`config.mk`:
```
export PLATFORM = sky130hd
export DESIGN_NAME = mouse_cursor_event_tracker_unit
export DESIGN_NICKNAME = d
export VERILOG_FILES = /design/src/rtl/mcet_pkg.sv /design/src/rtl/mcet_front.sv /design/src/rtl/mcet_fifo.sv /design/src/rtl/mcet_back.sv /design/src/rtl/mouse_cursor_event_tracker_unit.sv
export SDC_FILE = /design/constraint.sdc
export NUM_CORES = 1
export LEC_CHECK = 0
export BUFFER_PORTS_ARGS = -buffer_cell sky130_fd_sc_hd__buf_2
export CAP_MARGIN = 20
export CORE_UTILIZATION = 56
export DETAILED_ROUTE_END_ITERATION = 10
export PLACE_DENSITY = 0.76
export SYNTH_ARGS = -nofsm -noshare
export SYNTH_HDL_FRONTEND = slang
export SYNTH_SLANG_ARGS = --single-unit
```
`constraint.sdc`:
```
create_clock -name clk_i -period 20.6 [get_ports clk_i]
set_input_delay 1.03 -clock clk_i [delete_from_list [all_inputs] [get_ports clk_i]]
set_output_delay 1.03 -clock clk_i [all_outputs]
set_load 0.02 [all_outputs]
```
`src/rtl/mcet_pkg.sv`:
```
package mcet_pkg;

  // default widths of the coordinate and delta fields
  localparam int CoordBitsDef = 12;
  localparam int DeltaBitsDef = 9;

  // configuration register file
  localparam int CfgW    = 13;
  localparam int CfgIdxW = 1;

  localparam logic [CfgIdxW-1:0] CfgScreenWidth  = 1'd0;
  localparam logic [CfgIdxW-1:0] CfgScreenHeight = 1'd1;

  localparam logic [CfgW-1:0] ScreenWidthRst  = 13'd1024;
  localparam logic [CfgW-1:0] ScreenHeightRst = 13'd768;

  // depth of the queue between front and back end
  localparam int QueueDepth = 2;

  typedef enum logic [1:0] {
    EvMove = 2'd0,
    EvDown = 2'd1,
    EvUp   = 2'd2
  } evt_kind_e;

  typedef enum logic [1:0] {
    BtnNone  = 2'd0,
    BtnLeft  = 2'd1,
    BtnRight = 2'd2
  } btn_sel_e;

  // classification of one report as handed from front to back end
  typedef struct packed {
    logic moved;
    logic left_chg;
    logic right_chg;
    logic left_lvl;
    logic right_lvl;
  } evt_flags_t;

endpackage

```
`src/rtl/mcet_front.sv`:
```
module mcet_front
  import mcet_pkg::*;
#(
  parameter int COORD_BITS = CoordBitsDef,
  parameter int DELTA_BITS = DeltaBitsDef
) (
  input  logic                         clk_i,
  input  logic                         rst_ni,
  // report input
  input  logic                         in_valid_i,
  output logic                         in_ready_o,
  input  logic signed [DELTA_BITS-1:0] delta_x_i,
  input  logic signed [DELTA_BITS-1:0] delta_y_i,
  input  logic                         left_level_i,
  input  logic                         right_level_i,
  // configuration writes
  input  logic                         cfg_we_i,
  input  logic [CfgIdxW-1:0]           cfg_idx_i,
  input  logic [CfgW-1:0]              cfg_wdata_i,
  // queue write side
  input  logic                         q_full_i,
  output logic                         q_push_o,
  output logic [COORD_BITS-1:0]        q_pos_x_o,
  output logic [COORD_BITS-1:0]        q_pos_y_o,
  output evt_flags_t                   q_flags_o
);

  localparam int SumW  = ((COORD_BITS > DELTA_BITS) ? COORD_BITS : DELTA_BITS) + 2;
  localparam int WideW = ((COORD_BITS + 1) > CfgW) ? (COORD_BITS + 1) : CfgW;

  logic [CfgW-1:0]       width_q, width_d;
  logic [CfgW-1:0]       height_q, height_d;
  logic [COORD_BITS-1:0] cur_x_q, cur_x_d;
  logic [COORD_BITS-1:0] cur_y_q, cur_y_d;
  logic                  left_q, left_d;
  logic                  right_q, right_d;

  logic                  accept;
  logic [COORD_BITS-1:0] lim_x, lim_y;
  logic [COORD_BITS-1:0] new_x, new_y;
  evt_flags_t            flags;

  // largest coordinate for a screen size, with zero and oversize folded in
  function automatic logic [COORD_BITS-1:0] limit_m1(logic [CfgW-1:0] size);
    logic [WideW-1:0] sw;
    logic [WideW-1:0] top;
    sw  = WideW'(size);
    top = WideW'(1) << COORD_BITS;
    if (sw == '0) begin
      return '0;
    end else if (sw > top) begin
      return COORD_BITS'(top - WideW'(1));
    end else begin
      return COORD_BITS'(sw - WideW'(1));
    end
  endfunction

  // one axis: add the delta and clamp to 0 .. lim
  function automatic logic [COORD_BITS-1:0] clamp_axis(
    logic [COORD_BITS-1:0]        pos,
    logic signed [DELTA_BITS-1:0] dlt,
    logic [COORD_BITS-1:0]        lim
  );
    logic signed [SumW-1:0] p;
    logic signed [SumW-1:0] l;
    p = $signed({{(SumW-COORD_BITS){1'b0}}, pos}) +
        $signed({{(SumW-DELTA_BITS){dlt[DELTA_BITS-1]}}, dlt});
    l = $signed({{(SumW-COORD_BITS){1'b0}}, lim});
    if (p < 0) begin
      return '0;
    end else if (p > l) begin
      return lim;
    end else begin
      return p[COORD_BITS-1:0];
    end
  endfunction

  // classify the report against the stored cursor
  always_comb begin
    lim_x           = limit_m1(width_q);
    lim_y           = limit_m1(height_q);
    new_x           = clamp_axis(cur_x_q, delta_x_i, lim_x);
    new_y           = clamp_axis(cur_y_q, delta_y_i, lim_y);
    flags.moved     = (new_x != cur_x_q) || (new_y != cur_y_q);
    flags.left_chg  = left_level_i != left_q;
    flags.right_chg = right_level_i != right_q;
    flags.left_lvl  = left_level_i;
    flags.right_lvl = right_level_i;
  end

  assign in_ready_o = !q_full_i;
  assign accept     = in_valid_i && in_ready_o;

  // reports that change nothing leave no entry behind
  assign q_push_o  = accept && (flags.moved || flags.left_chg || flags.right_chg);
  assign q_pos_x_o = new_x;
  assign q_pos_y_o = new_y;
  assign q_flags_o = flags;

  // cursor, button and configuration next state
  always_comb begin
    width_d  = width_q;
    height_d = height_q;
    cur_x_d  = cur_x_q;
    cur_y_d  = cur_y_q;
    left_d   = left_q;
    right_d  = right_q;
    if (cfg_we_i) begin
      unique case (cfg_idx_i)
        CfgScreenWidth:  width_d  = cfg_wdata_i;
        CfgScreenHeight: height_d = cfg_wdata_i;
        default: ;
      endcase
    end
    if (accept) begin
      cur_x_d = new_x;
      cur_y_d = new_y;
      left_d  = left_level_i;
      right_d = right_level_i;
    end
  end

  always_ff @(posedge clk_i or negedge rst_ni) begin
    if (!rst_ni) begin
      width_q  <= ScreenWidthRst;
      height_q <= ScreenHeightRst;
      cur_x_q  <= COORD_BITS'(ScreenWidthRst >> 1);
      cur_y_q  <= COORD_BITS'(ScreenHeightRst >> 1);
      left_q   <= 1'b0;
      right_q  <= 1'b0;
    end else begin
      width_q  <= width_d;
      height_q <= height_d;
      cur_x_q  <= cur_x_d;
      cur_y_q  <= cur_y_d;
      left_q   <= left_d;
      right_q  <= right_d;
    end
  end

  // an entry always carries at least one event
  a_push_has_event: assert property (@(posedge clk_i) disable iff (!rst_ni)
    q_push_o |-> (q_flags_o.moved || q_flags_o.left_chg || q_flags_o.right_chg))
    else $error("front pushed an entry without events");

  // the stored cursor stays inside the clamp window of its report
  a_cursor_in_window: assert property (@(posedge clk_i) disable iff (!rst_ni)
    accept |=> (cur_x_q <= $past(lim_x)) && (cur_y_q <= $past(lim_y)))
    else $error("cursor left the screen window");

  // no push into a full queue
  a_no_push_full: assert property (@(posedge clk_i) disable iff (!rst_ni)
    q_full_i |-> !q_push_o)
    else $error("push while queue full");

endmodule

```
`src/rtl/mcet_fifo.sv`:
```
module mcet_fifo
  import mcet_pkg::*;
#(
  parameter int WIDTH = 1,
  parameter int DEPTH = QueueDepth
) (
  input  logic             clk_i,
  input  logic             rst_ni,
  input  logic             push_i,
  input  logic [WIDTH-1:0] wdata_i,
  output logic             full_o,
  input  logic             pop_i,
  output logic             valid_o,
  output logic [WIDTH-1:0] rdata_o
);

  localparam int AW = (DEPTH > 1) ? $clog2(DEPTH) : 1;
  localparam int CW = $clog2(DEPTH + 1);

  logic [WIDTH-1:0] mem_q [DEPTH];
  logic [AW-1:0]    wptr_q, wptr_d;
  logic [AW-1:0]    rptr_q, rptr_d;
  logic [CW-1:0]    cnt_q, cnt_d;

  assign full_o  = cnt_q == CW'(DEPTH);
  assign valid_o = cnt_q != '0;
  assign rdata_o = mem_q[rptr_q];

  // pointer and fill count update with wraparound
  always_comb begin
    wptr_d = wptr_q;
    rptr_d = rptr_q;
    cnt_d  = cnt_q;
    if (push_i) begin
      wptr_d = (wptr_q == AW'(DEPTH - 1)) ? '0 : wptr_q + AW'(1);
    end
    if (pop_i) begin
      rptr_d = (rptr_q == AW'(DEPTH - 1)) ? '0 : rptr_q + AW'(1);
    end
    if (push_i && !pop_i) begin
      cnt_d = cnt_q + CW'(1);
    end else if (!push_i && pop_i) begin
      cnt_d = cnt_q - CW'(1);
    end
  end

  always_ff @(posedge clk_i or negedge rst_ni) begin
    if (!rst_ni) begin
      wptr_q <= '0;
      rptr_q <= '0;
      cnt_q  <= '0;
    end else begin
      wptr_q <= wptr_d;
      rptr_q <= rptr_d;
      cnt_q  <= cnt_d;
    end
  end

  // entry storage
  always_ff @(posedge clk_i) begin
    if (push_i) begin
      mem_q[wptr_q] <= wdata_i;
    end
  end

  a_no_underflow: assert property (@(posedge clk_i) disable iff (!rst_ni)
    pop_i |-> valid_o)
    else $error("queue pop while empty");

  a_no_overflow: assert property (@(posedge clk_i) disable iff (!rst_ni)
    push_i |-> !full_o)
    else $error("queue push while full");

  a_count_bound: assert property (@(posedge clk_i) disable iff (!rst_ni)
    cnt_q <= CW'(DEPTH))
    else $error("queue count out of range");

endmodule

```
`src/rtl/mcet_back.sv`:
```
module mcet_back
  import mcet_pkg::*;
#(
  parameter int COORD_BITS = CoordBitsDef
) (
  input  logic                  clk_i,
  input  logic                  rst_ni,
  // queue read side
  input  logic                  q_valid_i,
  input  logic [COORD_BITS-1:0] q_pos_x_i,
  input  logic [COORD_BITS-1:0] q_pos_y_i,
  input  evt_flags_t            q_flags_i,
  output logic                  q_pop_o,
  // event output
  output logic                  ev_valid_o,
  input  logic                  ev_ready_i,
  output evt_kind_e             ev_kind_o,
  output logic [COORD_BITS-1:0] ev_pos_x_o,
  output logic [COORD_BITS-1:0] ev_pos_y_o,
  output logic [1:0]            ev_mask_o,
  output btn_sel_e              ev_button_o,
  output logic                  ev_redraw_o,
  output logic                  ev_last_o
);

  // pending events of the report being drained: bit0 move, bit1 left, bit2 right
  logic [2:0]            pend_q, pend_d;
  logic [COORD_BITS-1:0] cur_x_q;
  logic [COORD_BITS-1:0] cur_y_q;
  evt_flags_t            cur_flags_q;

  logic                  out_valid_q, out_valid_d;
  evt_kind_e             out_kind_q, out_kind_d;
  logic [COORD_BITS-1:0] out_x_q, out_x_d;
  logic [COORD_BITS-1:0] out_y_q, out_y_d;
  logic [1:0]            out_mask_q, out_mask_d;
  btn_sel_e              out_btn_q, out_btn_d;
  logic                  out_redraw_q, out_redraw_d;
  logic                  out_last_q, out_last_d;

  logic                  use_cur;
  logic [2:0]            src_pend;
  logic [2:0]            first;
  logic [2:0]            rem;
  logic [COORD_BITS-1:0] src_x, src_y;
  evt_flags_t            src_flags;
  logic                  adv;
  logic                  fire;

  // pick the source: leftover events first, else the queue head
  always_comb begin
    use_cur   = pend_q != '0;
    src_x     = use_cur ? cur_x_q : q_pos_x_i;
    src_y     = use_cur ? cur_y_q : q_pos_y_i;
    src_flags = use_cur ? cur_flags_q : q_flags_i;
    if (use_cur) begin
      src_pend = pend_q;
    end else if (q_valid_i) begin
      src_pend = {q_flags_i.right_chg, q_flags_i.left_chg, q_flags_i.moved};
    end else begin
      src_pend = '0;
    end
    first = src_pend & (~src_pend + 3'd1);
    rem   = src_pend & ~first;
    adv   = !out_valid_q || ev_ready_i;
    fire  = adv && (src_pend != '0);
  end

  assign q_pop_o = fire && !use_cur;

  // build the next event beat
  always_comb begin
    pend_d       = pend_q;
    out_valid_d  = out_valid_q;
    out_kind_d   = out_kind_q;
    out_x_d      = out_x_q;
    out_y_d      = out_y_q;
    out_mask_d   = out_mask_q;
    out_btn_d    = out_btn_q;
    out_redraw_d = out_redraw_q;
    out_last_d   = out_last_q;
    if (fire) begin
      pend_d      = rem;
      out_valid_d = 1'b1;
      out_x_d     = src_x;
      out_y_d     = src_y;
      out_mask_d  = {src_flags.right_lvl, src_flags.left_lvl};
      out_last_d  = rem == '0;
      out_redraw_d = (rem == '0) && (src_flags.moved || src_flags.left_chg);
      if (first[0]) begin
        out_kind_d = EvMove;
        out_btn_d  = BtnNone;
      end else if (first[1]) begin
        out_kind_d = src_flags.left_lvl ? EvDown : EvUp;
        out_btn_d  = BtnLeft;
      end else begin
        out_kind_d = src_flags.right_lvl ? EvDown : EvUp;
        out_btn_d  = BtnRight;
      end
    end else if (adv) begin
      out_valid_d = 1'b0;
    end
  end

  always_ff @(posedge clk_i or negedge rst_ni) begin
    if (!rst_ni) begin
      pend_q      <= '0;
      out_valid_q <= 1'b0;
    end else begin
      pend_q      <= pend_d;
      out_valid_q <= out_valid_d;
    end
  end

  // payload registers
  always_ff @(posedge clk_i) begin
    if (q_pop_o) begin
      cur_x_q     <= q_pos_x_i;
      cur_y_q     <= q_pos_y_i;
      cur_flags_q <= q_flags_i;
    end
    out_kind_q   <= out_kind_d;
    out_x_q      <= out_x_d;
    out_y_q      <= out_y_d;
    out_mask_q   <= out_mask_d;
    out_btn_q    <= out_btn_d;
    out_redraw_q <= out_redraw_d;
    out_last_q   <= out_last_d;
  end

  assign ev_valid_o  = out_valid_q;
  assign ev_kind_o   = out_kind_q;
  assign ev_pos_x_o  = out_x_q;
  assign ev_pos_y_o  = out_y_q;
  assign ev_mask_o   = out_mask_q;
  assign ev_button_o = out_btn_q;
  assign ev_redraw_o = out_redraw_q;
  assign ev_last_o   = out_last_q;

  // the redraw flag only ever rides on the closing beat
  a_redraw_on_last: assert property (@(posedge clk_i) disable iff (!rst_ni)
    (ev_valid_o && ev_redraw_o) |-> ev_last_o)
    else $error("redraw flag on a non-final beat");

  // a new entry is taken only once the previous report is drained
  a_pop_when_drained: assert property (@(posedge clk_i) disable iff (!rst_ni)
    q_pop_o |-> (pend_q == '0))
    else $error("queue popped with events still pending");

  // a move event never names a button
  a_move_no_button: assert property (@(posedge clk_i) disable iff (!rst_ni)
    (ev_valid_o && (ev_kind_o == EvMove)) |-> (ev_button_o == BtnNone))
    else $error("move event with a button");

endmodule

```
`src/rtl/mouse_cursor_event_tracker_unit.sv`:
```
// first event beat: the report is written into the queue, and the back end then loads
//   its event register from the queue head
// throughput: one report per cycle when it causes at most one event and the output is
//   not stalled; else one event at a time, bounded by the single event register of the back end
// reports that change nothing are absorbed
// reset: cursor at half the reset screen size (512, 384), buttons released,
//   screen size 1024 x 768, queue and output empty
module mouse_cursor_event_tracker_unit
  import mcet_pkg::*;
#(
  parameter int COORD_BITS = CoordBitsDef,
  parameter int DELTA_BITS = DeltaBitsDef,
  localparam int InDataW   = ((2 * DELTA_BITS + 2 + 7) / 8) * 8,
  localparam int OutBits   = 2 * COORD_BITS + 5,
  localparam int OutDataW  = ((OutBits + 7) / 8) * 8
) (
  input  logic                clk_i,
  input  logic                rst_ni,
  // report stream
  input  logic                s_axis_tvalid_i,
  output logic                s_axis_tready_o,
  // delta_x, delta_y, left_level, right_level (lowest bits first)
  input  logic [InDataW-1:0]  s_axis_tdata_i,
  // event stream
  output logic                m_axis_tvalid_o,
  input  logic                m_axis_tready_i,
  // pos_x, pos_y, button_mask, changed_button, redraw_cursor (lowest bits first)
  output logic [OutDataW-1:0] m_axis_tdata_o,
  // event_kind
  output logic [1:0]          m_axis_tuser_o,
  output logic                m_axis_tlast_o,
  // configuration
  input  logic                cfg_we_i,
  input  logic [CfgIdxW-1:0]  cfg_idx_i,
  input  logic [CfgW-1:0]     cfg_wdata_i
);

  localparam int FlagW = $bits(evt_flags_t);
  localparam int RecW  = 2 * COORD_BITS + FlagW;

  logic signed [DELTA_BITS-1:0] delta_x;
  logic signed [DELTA_BITS-1:0] delta_y;
  logic                         left_level;
  logic                         right_level;

  logic                  q_full;
  logic                  q_push;
  logic                  q_pop;
  logic                  q_valid;
  logic [COORD_BITS-1:0] push_x, push_y;
  evt_flags_t            push_flags;
  logic [RecW-1:0]       q_wdata, q_rdata;
  logic [COORD_BITS-1:0] head_x, head_y;
  evt_flags_t            head_flags;

  evt_kind_e             ev_kind;
  logic [COORD_BITS-1:0] ev_x, ev_y;
  logic [1:0]            ev_mask;
  btn_sel_e              ev_button;
  logic                  ev_redraw;

  // unpack the report beat
  assign delta_x     = $signed(s_axis_tdata_i[DELTA_BITS-1:0]);
  assign delta_y     = $signed(s_axis_tdata_i[2*DELTA_BITS-1:DELTA_BITS]);
  assign left_level  = s_axis_tdata_i[2*DELTA_BITS];
  assign right_level = s_axis_tdata_i[2*DELTA_BITS+1];

  mcet_front #(
    .COORD_BITS (COORD_BITS),
    .DELTA_BITS (DELTA_BITS)
  ) u_front (
    .clk_i         (clk_i),
    .rst_ni        (rst_ni),
    .in_valid_i    (s_axis_tvalid_i),
    .in_ready_o    (s_axis_tready_o),
    .delta_x_i     (delta_x),
    .delta_y_i     (delta_y),
    .left_level_i  (left_level),
    .right_level_i (right_level),
    .cfg_we_i      (cfg_we_i),
    .cfg_idx_i     (cfg_idx_i),
    .cfg_wdata_i   (cfg_wdata_i),
    .q_full_i      (q_full),
    .q_push_o      (q_push),
    .q_pos_x_o     (push_x),
    .q_pos_y_o     (push_y),
    .q_flags_o     (push_flags)
  );

  // queue entry: flags over position
  assign q_wdata    = {push_flags, push_y, push_x};
  assign head_x     = q_rdata[COORD_BITS-1:0];
  assign head_y     = q_rdata[2*COORD_BITS-1:COORD_BITS];
  assign head_flags = evt_flags_t'(q_rdata[RecW-1:2*COORD_BITS]);

  mcet_fifo #(
    .WIDTH (RecW),
    .DEPTH (QueueDepth)
  ) u_fifo (
    .clk_i   (clk_i),
    .rst_ni  (rst_ni),
    .push_i  (q_push),
    .wdata_i (q_wdata),
    .full_o  (q_full),
    .pop_i   (q_pop),
    .valid_o (q_valid),
    .rdata_o (q_rdata)
  );

  mcet_back #(
    .COORD_BITS (COORD_BITS)
  ) u_back (
    .clk_i       (clk_i),
    .rst_ni      (rst_ni),
    .q_valid_i   (q_valid),
    .q_pos_x_i   (head_x),
    .q_pos_y_i   (head_y),
    .q_flags_i   (head_flags),
    .q_pop_o     (q_pop),
    .ev_valid_o  (m_axis_tvalid_o),
    .ev_ready_i  (m_axis_tready_i),
    .ev_kind_o   (ev_kind),
    .ev_pos_x_o  (ev_x),
    .ev_pos_y_o  (ev_y),
    .ev_mask_o   (ev_mask),
    .ev_button_o (ev_button),
    .ev_redraw_o (ev_redraw),
    .ev_last_o   (m_axis_tlast_o)
  );

  // pack the event beat
  assign m_axis_tdata_o = OutDataW'({ev_redraw, 2'(ev_button), ev_mask, ev_y, ev_x});
  assign m_axis_tuser_o = 2'(ev_kind);

endmodule
```
==> results_dict.tcl, run 1 <==
set metrics [dict create \
    status "finished, final reports clean" \
    worstPathMaxFanout 9 \
    crit_slowest_cell "nor3_1" \
    syn-instance-count 946 \
    place_hpwl_mm 15.83 \
    ys_ff_latch 177 \
    hold_slack_ns 0.5138 \
    yosysWarnings 0 \
    synth_xor_area_share_pct 3.531 \
    worst_path_largest_cell_delay_ns 0.72 \
    rsz0062_at_grt "false" \
    start_kind "primary input" \
    dp.cells 1222 \
    grt_pass1_vias 7076 \
    startpoint "s_axis_tdata_i[13]" \
    n_antenna_cell 0 \
    ioPinCount 80 \
    avgSynthCellArea_sq_um 10.75 \
    synthDistinctLibCells 84 \
    synth_top_cell_area_share_pct 34.84 \
    synth_edf_count 118 \
    final_cell_mix "123 x nand2_1, 118 x edfxtp_1, 72 x buf_2" \
    gr-usage-all-layers_pct 24.52 \
    io_buffers 72 \
    post_drt_via_cell_ratio 5.988 \
    drtAntennaViolNets 0 \
    drive_gt1_share_pct 20.83 \
    maxCapViolCount 0 \
    synth_compound_area_share_pct 12.92 \
    antenna_found_initial 0 \
    dieArea_sq_um 18700 \
    num_vias 7527 \
    rr_startpoint "u_front.height_q[0]" \
    ir_drop_uv 106.3 \
    rows 48 \
    worstMarginPinSlew_ns 1.006 \
    cts.sinks 177 \
    syn_area_sq_um 10170 \
    cts_resized 0 \
    ff2ff_path_depth 21 \
    clk_latency_ns 0.42 \
    synth_mux_area_share_pct 8.452 \
    cp.arrival_ns 7.41 \
    synthTopCellsByArea "edfxtp_1 35%, dfrtp_1 13%, mux2_2 7.9%" \
    synth_top_family_by_area "simple AND/OR/NAND/NOR gates" \
    finalClockSkew_ns 0.01254 \
    largest-register "u_fifo.mem_q" \
    die_h_um 136.8 \
    area_growth_pct 12.28 \
    cp_num_buf_inv 3 \
    endpoint_kind "register" \
    period_minus_slack_ns 7.078 \
    crit_family "compound AO/OA/AOI/OAI gates" \
    timing.final.crit_share_pct 34.36 \
    finalPower_mw 1.982 \
    wl_mm 21.61 \
    leakagePower_nw 4.760 \
    min-delay-start "u_front.cur_x_q[9]" \
    clkTransAtPathRegs_ns 0.07 \
    cts_tree "built" \
    slew_headroom_pct 32.76 \
    drc 0 \
    coreArea_sq_um 17540 \
    path_cells "buf_2 > ha_1 > a21oi_1 > nand2_1 > o21ai_0 > a21oi_1 > a2111oi_0 > dlymetal6s2s_1 > inv_1 > ha_1 > a211oi_1 > o21a_1 > a221o_1 > o211ai_1 > o22ai_1 > a21oi_1 > a222oi_1 > nand2_1 > nor3_1 > a31oi_1 > ha_1 > xor2_1 > nor2_1 > xor2_1" \
    synth-simple-area-share_pct 15.32 \
    die-width_um 136.8 \
    grt_pass1_wl_mm 35.40 \
    finalNonFillerCells 1257 \
    finalSetupViolations 0 \
    largest_reg_flops 58 \
    required_ns 20.94 \
    final_nets 1117 \
    post_cts.repair.setup_buffers 0 \
    cts_root_buf "clkbuf_16" \
    start_util_pct 57.99 \
    synthAdderAreaFrac_pct 7.111 \
    wl_per_cell_um 17.19 \
    synth_ff_type "edfxtp_1" \
    p_per_area_nw_per_um2 173.6 \
    clockBufferDepth 2 \
    async_flop_share_pct 33.33 \
    postCtsHoldBufs 0 \
    top_regs "u_fifo.mem_q x58, u_front.height_q x13, u_front.width_q x13" \
    synth_seq_area_share_pct 49.43 \
    hold_viol 0 \
    worstHoldPathType "register to register" \
    gp_congestion 0.8906 \
    firstDrtPassIters 6 \
    htree_levels 4 \
    drtIter0Drc 649 \
    fmax_ghz 0.1413 \
    cts_made_buffers 17 \
    yosys.area.top_type "edfxtp_1" \
    grt_overflow_total 0 \
    grt_max_degree 60 \
    crit_type "primary input to register" \
    setup_tns_ns 0 \
    worst-path-stages 24 \
    worstHoldPathCells 2 \
    layout_commonest_cell "nand2_1" \
    drv_slew 0 \
]
-- routing by layer --
| metal | track usage (%) | routed length (um) | part of all wire, % | vias up |
|---|---|---|---|---|
| met4 | 7.346 | 306 | 1.4 | 0 |
| met1 | 33.11 | 9749 | 45 | 3613 |
| met3 | 3.556 | 1056 | 4.9 | 21 |
| met2 | 40.95 | 10500 | 49 | 230 |
| met5 | 0 | 0 | 0 | - |
| li1 | - | - | - | 3663 |
-- cell usage after synthesis (8+ instances only) --
cell        n
inv_1      49
nand4_1    14
nand3_1    20
or2_2       8
dfrtp_1    53
nor2_1     55
xnor2_1    18
xor2_1     23
o21ai_0    45
a21oi_1    52
nor3_1     28
clkbuf_1   20
nand2_1   123
and4_1     10
ha_1       53
mux2_2     71
o21a_1      9
or3_1       9
a211oi_1    9
and2_1      9
edfxtp_1  118
-- power by group --
| part | internal (mW) | switching (mW) | total [mW] |
|---|---|---|---|
| registers | 0.601 | 0.0707 | 0.671 |
| logic | 0.376 | 0.601 | 0.977 |
| clock network | 0.185 | 0.148 | 0.334 |
-- final cells by class --
| type | count | area [sq um] |
|---|---|---|
| clock buffer | 17 | 425.4 |
| clock inverter | 15 | 191.4 |
| fill | 1359 | 6118 |
| inverter | 49 | 183.9 |
| multi-input combinational | 692 | 4871 |
| sequential | 177 | 5027 |
| tap | 225 | 281.5 |
| timing repair buffer | 82 | 437.9 |
-- stage by stage --
| step | util, % | cell area (sq um) | setup slack (ns) |
|---|---|---|---|
| after floorplan | - | 10180 | 12.84 |
| after global placement | 61.45 | 10780 | 13.06 |
| after detailed placement | 61.45 | 10780 | 12.83 |
| after CTS | 64.97 | 11390 | 13.25 |
| after global routing | 65.11 | 11420 | 13.03 |
| final | 65.11 | 11420 | 13.52 |
-- tightest hold or removal path: cells and delay by family (launching register included) --
kind               cells  cell delay [ns]
and+or+nand+nor        1             0.05
DFF                    1             0.39
AOI/OAI and AO/OA      1             0.07
-- final timing paths --
check / slack [ns] / end
max reg2reg: 13.71 / u_fifo.cnt_q[1]
min in group asynchronous: 0.75 / u_front.width_q[9]
min: 0.51 / u_front.cur_x_q[9]
min reg2reg: 0.51 / u_front.cur_x_q[9]
max: 13.52 / u_fifo.cnt_q[1]
max in group asynchronous: 19.31 / u_front.cur_x_q[4]
-- cells by family after synthesis --
logic type,count (synthesis)
compound gates,197
xor+xnor,41
fa+ha+maj,57
buf+inv,79
flops,177
mux,77
other cells,1
simple gates,317
No activity file was read; power rests on OpenSTA's default activity.
==> run 2: changes to the inputs <==
- CORE_UTILIZATION: 56 -> 55
- PLACE_DENSITY: 0.76 -> 0.78
- clock period: 20.6 -> 6.4 ns (I/O delays scaled with it)
==> run 2 against run 1 <==
  * Sequential power rose to 3.2 times the previous value
  * Die area rose by 1.8%
  * Largest power group unchanged
  * Combinational power increased to 3.3 times the previous value
  * Via count barely moved
  * Utilization shrank 1.3 points
  * Critical path depth stayed put
  * Register-to-register slack got worse by 13 ns
  * Clock-buffer cell count did not move
  * Critical endpoint unchanged
  * First-iteration DRC count is 16% lower
  * Sequential share of layout area down 0.33 points
  * Non-clock buffer count grew 11
  * Clock power increased to 3.1 times the previous value
==> results_dict.tcl, run 2 (synthesis gave the netlist of run 1 again) <==
set metrics [dict create \
    status "finished, final reports clean" \
    worstHoldPathType "primary input to async pin" \
    antenna_found_initial 0 \
    wl_per_cell_um 16.86 \
    timing.final.ws_setup_ns 0.3834 \
    rows 49 \
    largest-register "u_fifo.mem_q" \
    drc 0 \
    gp_congestion 0.9066 \
    drive_gt1_share_pct 21.96 \
    drv_slew 0 \
    largest_reg_flops 58 \
    finalNonFillerCells 1272 \
    n_fill_cell 1400 \
    hold_slack_ns 0.03856 \
    drtAntennaViolNets 0 \
    grt_pass1_vias 7002 \
    grt_max_degree 60 \
    firstDrtPassIters 5 \
    worstMarginPinSlew_ns 1.027 \
    clk_latency_ns 0.43 \
    coreArea_sq_um 18020 \
    slew_headroom_pct 31.35 \
    die-width_um 138.0 \
    multiInputGateArea_sq_um 4887 \
    ioPinCount 80 \
    cp_num_buf_inv 3 \
    p_switching_mw 2.641 \
    layout_commonest_cell "nand2_1" \
    num_vias 7532 \
    area_growth_pct 13.13 \
    wl_mm 21.44 \
    io_buffers 72 \
    fmax_ghz 0.1662 \
    worstPathMaxFanout 6 \
    n_antenna_cell 0 \
    gr-usage-all-layers_pct 23.77 \
    final_cell_mix "123 x nand2_1, 118 x edfxtp_1, 72 x buf_2" \
    finalClockSkew_ns 0.008980 \
    cts_made_buffers 17 \
    dp_slack_ns 0.2895 \
    p_sw_share_pct 41.09 \
    place_hpwl_mm 15.92 \
    cts.sinks 177 \
    ir_drop_uv 416.6 \
    crit_family "compound AO/OA/AOI/OAI gates" \
    timing.final.crit_share_pct 94.01 \
    die_h_um 138.0 \
    leakagePower_nw 4.806 \
    p_clk_share_pct 16.3 \
    p_per_area_nw_per_um2 558.6 \
    drtIter0Drc 545 \
    hold_viol 0 \
    maxCapViolCount 0 \
    clkTransAtPathRegs_ns 0.07 \
    cts_tree "built" \
    pwr-share-comb_pct 49.8 \
    start_util_pct 56.42 \
    seqCellArea_sq_um 5027 \
    worst_path_largest_cell_delay_ns 0.49 \
    dieArea_sq_um 19040 \
    cp.arrival_ns 6.37 \
    crit_type "register to register" \
    crit_slowest_cell "o211ai_1" \
    grt_pass1_wl_mm 34.74 \
    top_regs "u_fifo.mem_q x58, u_front.height_q x13, u_front.width_q x13" \
    required_ns 6.75 \
    p_seq_share_pct 33.8 \
    htree_levels 4 \
    period_minus_slack_ns 6.017 \
    final_nets 1128 \
    grt_overflow_total 0 \
    postCtsHoldBufs 0 \
    path_cells "ha_1 > nand3_1 > nor2_1 > o21ai_0 > and4_1 > a2111oi_0 > buf_4 > inv_1 > ha_1 > nand4_1 > nor2_1 > o211ai_1 > o211ai_1 > a22oi_1 > buf_4 > o2bb2ai_1 > xnor2_1 > o2111a_1 > and3_1 > a31oi_1 > ha_1 > xor2_1 > nor2_1 > xor2_1" \
    cts_root_buf "clkbuf_16" \
    intPower_mw 3.786 \
    clockBufferDepth 2 \
    endpoint_kind "register" \
    start_kind "register" \
    post_drt_via_cell_ratio 5.921 \
    finalSetupViolations 0 \
    dp.cells 1234 \
]
run 2: timing repair:
action / 4_1_cts / 5_1_grt
setup endpoints to repair: 0 / 37
resized for setup: 0 / 3
setup buffers: 0 / 5
run 2: cell type report:
cell class / count / share of cell area, %
multi-input combinational: 692 / 42.48
clock inverter: 15 / 1.533
tap: 229 / 2.490
inverter: 49 / 1.599
timing repair buffer: 93 / 4.502
clock buffer: 17 / 3.698
sequential: 177 / 43.70
run 2: path summary, 6_finish.rpt:
path,startpoint,end,slack [ns],depth (start not counted)
worst max-delay path,u_front.cur_y_q[3],u_fifo.cnt_q[1],0.38,24
worst min register to register,u_back.cur_x_q[11],u_back.ev_pos_x_o[11],0.52,2
worst max register to register,u_front.cur_y_q[3],u_fifo.cnt_q[1],0.38,24
min in group clk_i,s_axis_tdata_i[18],u_fifo.mem_q[0][25],0.11,1
max in group asynchronous,rst_ni,u_front.height_q[2],5.83,2
worst min-delay path,rst_ni,u_fifo.cnt_q[0],0.04,2
run 2: power by group through the flow:
| stage | Clock (mW) | Combinational [mW] | Sequential, mW |
|---|---|---|---|
| 4_1_cts | 1.07 | 3.13 | 2.17 |
| 6_report | 1.05 | 3.20 | 2.18 |
| 3_3_place_gp | 0 | 3.01 | 2.16 |
| 2_1_floorplan | 0 | 2.20 | 2.27 |
| 5_1_grt | 1.11 | 3.55 | 2.23 |
| 3_5_place_dp | 0 | 3.10 | 2.19 |
run 2: metrics by stage:
stage	total power [mW]	utilization, %	setup TNS (ns)	instance area, sq um
after floorplan	4.463	-	-41.24	10180
after global placement	5.177	60.15	0	10840
after detailed placement	5.290	60.15	0	10840
after CTS	6.367	63.49	0	11440
after global routing	6.891	63.83	-0.002232	11500
final	6.427	63.83	0	11500
run 2: per-layer routing:
layer  routed length (um)  global-route usage, %
met5                    0                      0
met4                  434                  8.333
met3                 1106                  4.094
met2                10330                  39.31
met1                 9570                  31.51
==> run 3: changes to the inputs <==
- ABC_AREA: default -> 1
==> run 3 against run 2 <==
  * Critical path type unchanged
  * Area after synthesis up 0.69%
  * Via count up 8.2%
  * Global-route usage is essentially flat
  * Highest routed layer unchanged
  * Largest power group unchanged
  * Clock power is essentially flat
  * Sequential share of layout area up 0.28 points
  * Setup slack better by 0.79 ns
  * The flow now finishes with violations (design-rule violations)
==> results_dict.tcl, run 3 <==
set metrics [dict create \
    status "complete, but fails checks" \
    violations "design-rule violations" \
    yosysWarnings 0 \
    ir_drop_uv 260.1 \
    cts_tree "built" \
    synthTopCellsByArea "edfxtp_1 35%, dfrtp_1 13%, nand2_1 13%" \
    fmax_ghz 0.1915 \
    wl_per_cell_um 14.29 \
    dieArea_sq_um 19170 \
    rows 49 \
    r2r-end "u_fifo.mem_q[0][14]" \
    required_ns 6.54 \
    grt_max_degree 60 \
    avgSynthCellArea_sq_um 8.512 \
    worstPathMaxFanout 17 \
    n_antenna_cell 0 \
    worstHoldPathType "primary input to async pin" \
    ioPinCount 80 \
    drtIter0Drc 634 \
    gr-usage-all-layers_pct 23.81 \
    yosys-top-cells-count "342 x nand2_1, 165 x inv_1, 118 x edfxtp_1" \
    n_fill_cell 1488 \
    drive_gt1_share_pct 13.53 \
    die-width_um 138.4 \
    drtAntennaViolNets 0 \
    yosysMostFrequentCell "nand2_1" \
    drc 18 \
    num_vias 8153 \
    yosys.area.top_type "edfxtp_1" \
    syn_area_sq_um 10240 \
    synth_seq_area_share_pct 49.10 \
    ff2ff_path_depth 25 \
    post_drt_via_cell_ratio 5.382 \
    firstDrtPassIters 8 \
    grt_overflow_total 0 \
    hold_viol 0 \
    start_util_pct 56.62 \
    cts_resized 0 \
    startpoint "u_front.cur_x_q[0]" \
    postCtsHoldBufs 0 \
    rr_startpoint "u_front.cur_x_q[0]" \
    cts_made_buffers 17 \
    antenna_found_initial 0 \
    r2r_setup_slack_ns 1.18 \
    synth_ff_type "edfxtp_1" \
    timing.final.crit_share_pct 81.61 \
    die_h_um 138.4 \
    period_minus_slack_ns 5.223 \
    start_kind "register" \
    syn-instance-count 1203 \
    slew_headroom_pct 46.94 \
    place_hpwl_mm 15.79 \
    largest_reg_flops 58 \
    rsz0062_at_grt "false" \
    post_cts.repair.setup_buffers 0 \
    synth_top_cell_area_share_pct 34.60 \
    coreArea_sq_um 18090 \
    top_regs "u_fifo.mem_q x58, u_front.height_q x13, u_front.width_q x13" \
    dp_slack_ns 1.164 \
    clk_latency_ns 0.44 \
    final_cell_mix "342 x nand2_1, 165 x inv_1, 118 x edfxtp_1" \
    grt_pass1_wl_mm 36.27 \
    maxCapViolCount 0 \
    layout_commonest_cell "nand2_1" \
    clockBufferDepth 2 \
    gp_congestion 0.9270 \
    area_growth_pct 11.64 \
    finalSetupViolations 0 \
    setup_tns_ns 0 \
    clkTransAtPathRegs_ns 0.07 \
    cts.sinks 177 \
    wl_mm 21.64 \
    worstMarginPinSlew_ns 0.7958 \
    async_flop_share_pct 33.33 \
    timing.final.ws_setup_ns 1.177 \
    leakagePower_nw 5.520 \
    synth_edf_count 118 \
    p_per_area_nw_per_um2 512.9 \
    htree_levels 4 \
    final_nets 1371 \
    largest-register "u_fifo.mem_q" \
    finalClockSkew_ns 0.01628 \
    endpoint_kind "register" \
    io_buffers 72 \
    cp.arrival_ns 5.37 \
    utilization_pct 63.21 \
    drv_slew 0 \
    grt_pass1_vias 7722 \
    synthDistinctLibCells 45 \
    ys_ff_latch 177 \
    cts_root_buf "clkbuf_16" \
    crit_type "register to register" \
]
## run 3: cell types whose count changed after synthesis, moves of 22 or more
cell,change
nand3_1,+37
a21oi_1,-23
nor2_1,+34
nand2_1,+219
nand4_1,+25
o21ai_0,+35
inv_1,+116
a31oi_1,+24
mux2_2,-71
nor3_1,-22
## run 3: power by group
part | total [mW] | switching (mW) | internal (mW)
sequential | 2.06 | 0.190 | 1.88
clock | 1.04 | 0.483 | 0.558
combinational | 2.76 | 1.87 | 0.890
total | 5.86 | 2.54 | 3.32
## run 3: area by class of cell
type                            instances  area, sq um  share of cell area, %
Sequential cell                       177         5027                  43.98
Inverter                              170        638.1                  5.582
Timing Repair Buffer                   84        450.4                  3.940
Tap cell                              229        286.5                  2.506
Multi-Input combinational cell        823         4438                  38.82
Clock buffer                           18        429.2                  3.754
Clock inverter                         14        162.7                  1.423
## run 3: kinds of logic after synthesis
group | Yosys count | synth area share [%]
and+or+nand+nor | 576 | 24.72
xor gates and xnor gates | 30 | 2.566
AOI/OAI and AO/OA | 158 | 8.749
buffers and inverters | 205 | 7.869
other | 1 | 0.03662
muxes | 1 | 0.09776
DFF | 177 | 49.10
adders and majority gates | 55 | 6.867
## run 3: per-layer routing
layer  up-vias  part of all wire [%]  track usage, %
li1       4124                     -               -
met1      3773                    45           29.76
met2       214                    48           41.22
met3        42                   4.5           4.018
met4         0                   2.5           9.403
met5         -                     0               0
## run 3: through the flow
step | instance area [sq um] | power (mW) | hold slack, ns | std cells
after floorplan | 10250 | 4.100 | 0.02441 | 1205
after global placement | 10840 | 4.694 | 0.4543 | 1483
after detailed placement | 10840 | 4.805 | 0.4645 | 1483
after CTS | 11430 | 5.871 | 0.07698 | 1515
after global routing | 11430 | 6.324 | 0.1083 | 1515
final | 11430 | 5.863 | 0.05786 | 1515
## run 3: critical path, stage by stage (launching register included)
cell,delay [ns]
dfrtp_1,0.41
ha_1,0.22
fa_1,0.39
nand2_1,0.10
nand2_1,0.08
nand2_1,0.07
nand2_1,0.09
a21oi_1,0.23
o21bai_1,0.11
xor2_1,0.20
inv_1,0.08
ha_1,0.29
nand2_1,0.07
nor2_1,0.05
nand3_1,0.42
nand3_2,0.33
nand2_1,0.13
nand3_1,0.16
xnor2_1,0.28
nor2_1,0.07
nand2_1,0.06
nor2_1,0.06
nand3_1,0.11
nand3_1,0.10
inv_1,0.53
buf_4,0.28
## run 3: how the worst max path moves through the flow
stage / to / slack (ns) / cells after the start
6_report: u_fifo.mem_q[0][14] / 1.18 / 25
5_1_grt: u_fifo.mem_q[0][14] / 0.65 / 23
4_1_cts: u_fifo.mem_q[0][14] / 1.19 / 25
3_5_place_dp: u_fifo.mem_q[0][20] / 1.16 / 26
3_3_place_gp: u_fifo.mem_q[0][20] / 1.28 / 25
2_1_floorplan: u_fifo.cnt_q[1] / 0.86 / 14
